`src/design/swc_pkg.sv`:
```
// ----------------------------------------------------------------------------
// swc_pkg
// shared widths, codes and fixed-point helpers of the swept box collision unit
// ----------------------------------------------------------------------------
package swc_pkg;

  localparam int CoordW  = 32;                 // signed Q coordinate width
  localparam int FracW   = 16;                 // fraction bits
  localparam int TimeW   = CoordW - 1;         // unsigned time / size width
  localparam int CfgW    = CoordW - 1;         // widest configuration register
  localparam int MagW    = CoordW;             // magnitude of a coordinate
  localparam int ProdW   = TimeW + MagW;       // time times magnitude
  localparam int DivLat  = TimeW + 1;          // divider register stages
  localparam int RegIdxW = 2;

  // register indexes
  localparam logic [RegIdxW-1:0] RegBoxHalfW  = RegIdxW'(0);
  localparam logic [RegIdxW-1:0] RegBoxHalfH  = RegIdxW'(1);
  localparam logic [RegIdxW-1:0] RegBallHalfW = RegIdxW'(2);
  localparam logic [RegIdxW-1:0] RegBallHalfH = RegIdxW'(3);

  // side codes
  localparam logic [2:0] SideNone   = 3'd0;
  localparam logic [2:0] SideTop    = 3'd1;
  localparam logic [2:0] SideBottom = 3'd2;
  localparam logic [2:0] SideLeft   = 3'd3;
  localparam logic [2:0] SideRight  = 3'd4;

  typedef logic signed [CoordW-1:0] coord_t;
  typedef logic signed [CoordW+1:0] wide_t;
  typedef logic signed [CoordW:0]   sprod_t;
  typedef logic [TimeW-1:0]         time_t;
  typedef logic [MagW-1:0]          mag_t;
  typedef logic [ProdW-1:0]         prod_t;

  function automatic wide_t sx(input coord_t v);
    return {{2{v[CoordW-1]}}, v};
  endfunction

  function automatic coord_t sat_coord(input wide_t v);
    coord_t r;
    if (v[CoordW+1:CoordW-1] == 3'b000 || v[CoordW+1:CoordW-1] == 3'b111) begin
      r = v[CoordW-1:0];
    end else if (v[CoordW+1]) begin
      r = {1'b1, {(CoordW-1){1'b0}}};
    end else begin
      r = {1'b0, {(CoordW-1){1'b1}}};
    end
    return r;
  endfunction

  function automatic mag_t mag(input coord_t v);
    coord_t a;
    a = v[CoordW-1] ? -v : v;
    return mag_t'(a);
  endfunction

  function automatic mag_t mag_wide(input wide_t v);
    wide_t a;
    a = v[CoordW+1] ? -v : v;
    return a[MagW-1:0];
  endfunction

  // scale a magnitude product back to Q, clamp, apply the sign
  function automatic sprod_t qmul_fin(input prod_t m, input logic neg);
    logic [ProdW-FracW-1:0] sh;
    logic [CoordW-1:0]      c;
    sprod_t                 r;
    sh = m[ProdW-1:FracW];
    if (|sh[ProdW-FracW-1:CoordW-1]) begin
      c = neg ? {1'b1, {(CoordW-1){1'b0}}} : {1'b0, {(CoordW-1){1'b1}}};
    end else begin
      c = {1'b0, sh[CoordW-2:0]};
    end
    r = $signed({1'b0, c});
    return neg ? -r : r;
  endfunction

endpackage

```
`src/design/swc_div.sv`:
```
// ----------------------------------------------------------------------------
// swc_div
// pipelined restoring divider, quotient = (num << frac) / den, saturated
// ----------------------------------------------------------------------------
module swc_div (
  input  logic           clk_i,
  input  logic           en_i,
  input  swc_pkg::mag_t  num_i,
  input  swc_pkg::mag_t  den_i,
  output swc_pkg::time_t quo_o
);

  localparam int ShW = swc_pkg::TimeW - swc_pkg::FracW;

  logic [swc_pkg::MagW-1:0] rem_q  [swc_pkg::DivLat];
  swc_pkg::time_t           quo_q  [swc_pkg::DivLat];
  swc_pkg::time_t           bits_q [swc_pkg::DivLat];
  swc_pkg::mag_t            den_q  [swc_pkg::DivLat];
  logic                     ovf_q  [swc_pkg::DivLat];

  // quotient does not fit when num >= den << ShW
  always_ff @(posedge clk_i) begin
    if (en_i) begin
      ovf_q[0]  <= {{ShW{1'b0}}, num_i} >= {den_i, {ShW{1'b0}}};
      rem_q[0]  <= swc_pkg::MagW'(num_i[swc_pkg::MagW-1:ShW]);
      bits_q[0] <= {num_i[ShW-1:0], {swc_pkg::FracW{1'b0}}};
      quo_q[0]  <= '0;
      den_q[0]  <= den_i;
    end
  end

  for (genvar k = 1; k < swc_pkg::DivLat; k++) begin : g_step
    logic [swc_pkg::MagW:0] trial;
    logic [swc_pkg::MagW:0] diff;
    logic                   ge;
    assign trial = {rem_q[k-1], bits_q[k-1][swc_pkg::TimeW-1]};
    assign ge    = trial >= {1'b0, den_q[k-1]};
    assign diff  = trial - {1'b0, den_q[k-1]};
    always_ff @(posedge clk_i) begin
      if (en_i) begin
        rem_q[k]  <= ge ? diff[swc_pkg::MagW-1:0] : trial[swc_pkg::MagW-1:0];
        quo_q[k]  <= {quo_q[k-1][swc_pkg::TimeW-2:0], ge};
        bits_q[k] <= {bits_q[k-1][swc_pkg::TimeW-2:0], 1'b0};
        den_q[k]  <= den_q[k-1];
        ovf_q[k]  <= ovf_q[k-1];
      end
    end
  end

  assign quo_o = ovf_q[swc_pkg::DivLat-1] ? {swc_pkg::TimeW{1'b1}}
                                          : quo_q[swc_pkg::DivLat-1];

endmodule

```
`config.mk`:
```
export PLATFORM = sky130hd
export DESIGN_NAME = swc_div
export DESIGN_NICKNAME = d
export VERILOG_FILES = /design/src/design/swc_pkg.sv /design/src/design/swc_div.sv
export SDC_FILE = /design/constraint.sdc
export NUM_CORES = 2
export LEC_CHECK = 0
export ABC_AREA = 0
export BUFFER_PORTS_ARGS = -buffer_cell sky130_fd_sc_hd__buf_2
export CORE_ASPECT_RATIO = 0.8
export CORE_MARGIN = 4
export CORE_UTILIZATION = 30
export CTS_CLUSTER_DIAMETER = 30
export CTS_CLUSTER_SIZE = 28
export DETAILED_ROUTE_END_ITERATION = 7
export SLEW_MARGIN = 20
export SYNTH_ARGS = -nofsm -noshare
export SYNTH_HDL_FRONTEND = slang
export SYNTH_SLANG_ARGS = --single-unit
```
`constraint.sdc`:
```
create_clock -name clk_i -period 4.37 [get_ports clk_i]
set_input_delay 0.2185 -clock clk_i [delete_from_list [all_inputs] [get_ports clk_i]]
set_output_delay 0.2185 -clock clk_i [all_outputs]
set_load 0.02 [all_outputs]
```
Word-level counts from Yosys, hierarchy flattened. Memories as Yosys holds them, arrays and structs flattened. Index checks and enable logic that the tools add are counted.

Bitwise logic cells: 0. Shifts and indexed selects: 0. Reductions and logical operators: 0. Muxes and demuxes: 34. Multiply operators: 0. Div/mod/pow operators: 0. Equality and inequality tests: 0. Add/subtract/negate cells: 31. $lt $le $gt $ge: 32.

Operators by type and width (number): $ge 33x32->1 (31); $mux 32 (31); $sub 32x32->32 (31); $ge 32x47->1 (1); $mux 31 (1); $mux 1 (2).

Output and inout port bits: 31. Flip-flop bits (word level): 0. Memories: 5. ROM bits: 0. Logic and storage cells: 102. RAM bits: 4032. Bits in latches: 0.

Memories: den_q (depth 32, width 32, rd ports 31, clocked after Yosys merged registers in 0, write ports 32, line swc_div.sv:18) `swc_pkg::mag_t den_q [swc_pkg::DivLat];`; rem_q (depth 32, width 32, rd ports 31, clocked after Yosys merged registers in 0, write ports 32, line swc_div.sv:15) `logic [swc_pkg::MagW-1:0] rem_q [swc_pkg::DivLat];`; quo_q (depth 32, width 31, rd ports 32, clocked after Yosys merged registers in 0, write ports 32, line swc_div.sv:16) `swc_pkg::time_t quo_q [swc_pkg::DivLat];`; bits_q (depth 32, width 30, rd ports 31, clocked after Yosys merged registers in 0, write ports 32, line swc_div.sv:17) `swc_pkg::time_t bits_q [swc_pkg::DivLat];`; ovf_q (depth 32, width 1, rd ports 32, clocked after Yosys merged registers in 0, write ports 32, line swc_div.sv:19) `logic ovf_q [swc_pkg::DivLat];`.

Logic depth before layout (Yosys ltp). An unclocked memory read counts as a cell.

Depth in word-level cells: 3. Gate-level depth with buffers: 17. Mapped depth without buffers: 15.

Worst setup path after synthesis. No wires, ideal clock.

Path kind: register to register. Start: memory rem_q[13][0] in the netlist's numbering. End: memory rem_q[14][4] in the netlist's numbering, data pin. Arrival: 3.296 ns. Buffers on the path: 0. Period minus slack after synthesis: 3.556 ns. Setup slack: 0.814 ns. Stages on the path, launching flop included: 13. Required time: 4.110 ns. Library setup time: 0.260 ns. Path through: edfxtp_1 ha_1 nor2b_4 o31ai_4 a211oi_1 o41ai_2 o21ai_2 a211oi_2 o21ai_2 a311o_1 and2_4 a211oi_4 mux2_4.

RTL lines (line): from (decl) (swc_div.sv:15).

==> qor.txt <==
Status: completed
Hold EP: bits_q[0][25]$_DFFE_PP_
Top-count cell post-synth: edfxtp_1
Maxcap violations: 0
Tightest Pin Transition: 1.17 ns
CP Max Fanout: 43
Mapped Cells: 12.2k
Avg Cell Area, Syn: 11.5 sq um
Yosys cell types: 101
Fraction of layout cells with a size suffix above 1: 11.2%
Leading area contributor after synthesis: edfxtp_1
Vias: 93.4k
R2r startpoint: den_q[6][33]$_DFFE_PP_
Placed cell area: 149000 sq um
Worst slew margin: 21.3%
Hold Crit Depth: 2
Post-layout min period: 4.14 ns
# rows: 224
Leakage: 67.8 nW
Mapped cell area: 140000 sq um
Worst Hold Launch: num_i[10]
CTS tree: built
Fin crit share: 94.8%
DRC viols: 0
Reg2reg setup slack: 0.23 ns
Final hold vios: 0
Clock transition at path regs: 0.05 ns
Initial Util: 30.2%
Drt total wl: 319000 microns
Routed length per instance: 16.4 microns
Skew-Pair Late Insertion Delay: 0.98 ns
Layout Nets: 13.9k
Ys async rst share: 0%
Most used flip-flop cell after synthesis: edfxtp_1
Worst EP required: 5.13 ns
Core area: 466000 sq um
Post-route cell area: 168000 sq um
H-tree levels: 6
Clock Skews: 0.0928 ns
Die width: 773 microns
Number of synthesized flops with an enable pin: 2617
Drt pass-1 iters: 5
Antenna Nets Post-Route: 0
Power per cell area: 765 nW/um^2
GRT Residual Overflow: 0
Syn Nets: 13.3k
Die Ht: 620 microns
Clock Path Buffers: 4
WS Path Type: reg -> reg
Setup TNS: 0 ns
Final Slew Violations: 0
CP Launch Type: flop
Sequential share of the synthesized area: 55.9%
Yosys top cell area share: 55.9%
Root buf cell: clkbuf_16
RR Endpoint: rem_q[26][6]$_DFFE_PP_
First-pass GRT wire length: 504000 microns
Clock sink count: 2617
Inserted Clock Buffers: 528
Yosys reg bits: 2617
Ys Warns: 0
CP Data Arrival Time: 4.91 ns
Final GP Congestion: 0.892
Area contributors post-synth: edfxtp_1 56%, ha_1 8.9%, a21oi_1 3.9%
Reg2Reg Depth: 14
Post-DP HPWL: 233000 microns
VDD IR max: 0.000504 V
I/O Buffers: 96
Via density: 4.79
Die Area: 479000 sq um
Hold WC Path Type: in -> reg
Iter 0 DRT Violations: 7836
Largest net degree at the start of global routing: 160
GRT Total Usage: 12.9%
Area Growth Syn to Fin: 19.9%
Final Setup Violations: 0
Post-synth top cells: 2617 x edfxtp_1, 1258 x inv_1, 1096 x a21oi_1
Max Freq: 0.241 GHz
RSZ-0062 raised after global routing: false
Critical Path Sink Type: flop
Vias in the first global route: 89.2k
Initial antenna violation count: 11
I/O pins: 97
[how the worst max path moves through the flow]
stage / start / end / depth (start not counted)
after floorplan: rem_q[13][0]$_DFFE_PP_ / rem_q[14][4]$_DFFE_PP_ / 12
after global placement: den_q[3][65]$_DFFE_PP_ / rem_q[15][0]$_DFFE_PP_ / 14
after detailed placement: rem_q[26][1]$_DFFE_PP_ / rem_q[27][7]$_DFFE_PP_ / 13
after CTS: rem_q[26][1]$_DFFE_PP_ / rem_q[27][18]$_DFFE_PP_ / 13
after global routing: den_q[5][33]$_DFFE_PP_ / rem_q[22][31]$_DFFE_PP_ / 15
final: den_q[6][33]$_DFFE_PP_ / rem_q[26][6]$_DFFE_PP_ / 14
[layout make-up]
cell class	instances	area, sq um
Multi-Input combinational cell	8038	56200
Tap cell	6215	7780
Inverter	1260	4730
Clock buffer	595	13700
Antenna cell	2	5.00
Fill cell	45400	297000
Clock inverter	365	3790
Timing Repair Buffer	395	3590
Sequential cell	2617	78600
[flip-flops by register name, indices dropped and copies added (netlist names)]
signal / flops
quo_q: 496
ovf_q: 32
rem_q: 977
den_q: 992
bits_q: 120
[metal layers]
metal  global-route usage [%]  share of wire, %
met2                     18.8                41
met1                     19.2                50
met4                     3.52               2.3
met5                        0            0.0081
met3                     2.61               6.8
[logic make-up after synthesis]
| kind of cell | Yosys count | share of synthesized area [%] |
|---|---|---|
| AOI/OAI and AO/OA | 3241 | 14.2 |
| and+or+nand+nor | 2703 | 9.14 |
| DFF | 2617 | 55.9 |
| buffers and inverters | 1569 | 4.28 |
| adders and majority gates | 1024 | 9.28 |
| xor gates and xnor gates | 798 | 4.98 |
| muxes | 272 | 2.17 |
[through the flow]
stage	total power, mW	hold WS [ns]	worst slack [ns]	instances	utilization (%)
after detailed placement	89.2	0.405	0.159	18400	32.1
final	129	0.199	0.225	19500	36.1
after global placement	88.8	0.401	0.186	18400	32.1
after global routing	138	0.142	0.0219	19500	36.1
after CTS	129	0.102	0.139	19500	36.1
after floorplan	76.0	0.317	0.814	12200	-
[worst max-delay path, cell delays in order (launching register included)]
cell	delay [ns]
edfxtp_1	0.41
inv_1	0.09
ha_1	0.23
nor2b_1	0.13
o21ai_0	0.23
a21boi_0	0.21
o2111ai_1	0.42
a211oi_1	0.21
nor2_1	0.27
o21ai_0	0.24
a21o_1	0.22
a2111oi_1	0.56
o21ai_4	0.14
buf_12	0.19
mux2_2	0.29
[where the power goes]
group	internal, mW	total, mW	switching (mW)
clock network	25.3	38.9	13.6
registers	36.5	40.4	3.86
logic	21.5	49.5	27.9
total	83.4	129	45.4
[cells in the final DEF (no fill, tap or decap), types with 51 or more instances in the layout]
master         count
edfxtp_1        2617
inv_1           1258
a21oi_1         1094
ha_1             994
nand2_1          856
o21ai_0          768
nor2_1           691
clkbuf_16        541
a21o_1           495
xnor2_1          452
xor2_1           346
mux2_2           238
nand3_1          208
nand4_1          166
nor2b_1          158
nand2b_1         149
buf_4            132
dlygate4sd3_1    125
o21a_1           124
nor3_1           112
o21bai_1          97
buf_2             95
a31oi_1           91
clkinv_1          84
a211oi_1          77
and3_1            74
or2_2             65
o31ai_1           63
clkinv_2          58
clkinvlp_4        56
clkbuf_1          54
nor4_1            51
[what timing repair did]
action | in CTS | in global routing
buffers inserted | 0 | 4
resized for setup | 0 | 6
hold endpoints to repair | 348 | 0
hold buffers | 125 | 0
setup endpoints to repair | 0 | 84
No activity file was read; power rests on OpenSTA's default activity.
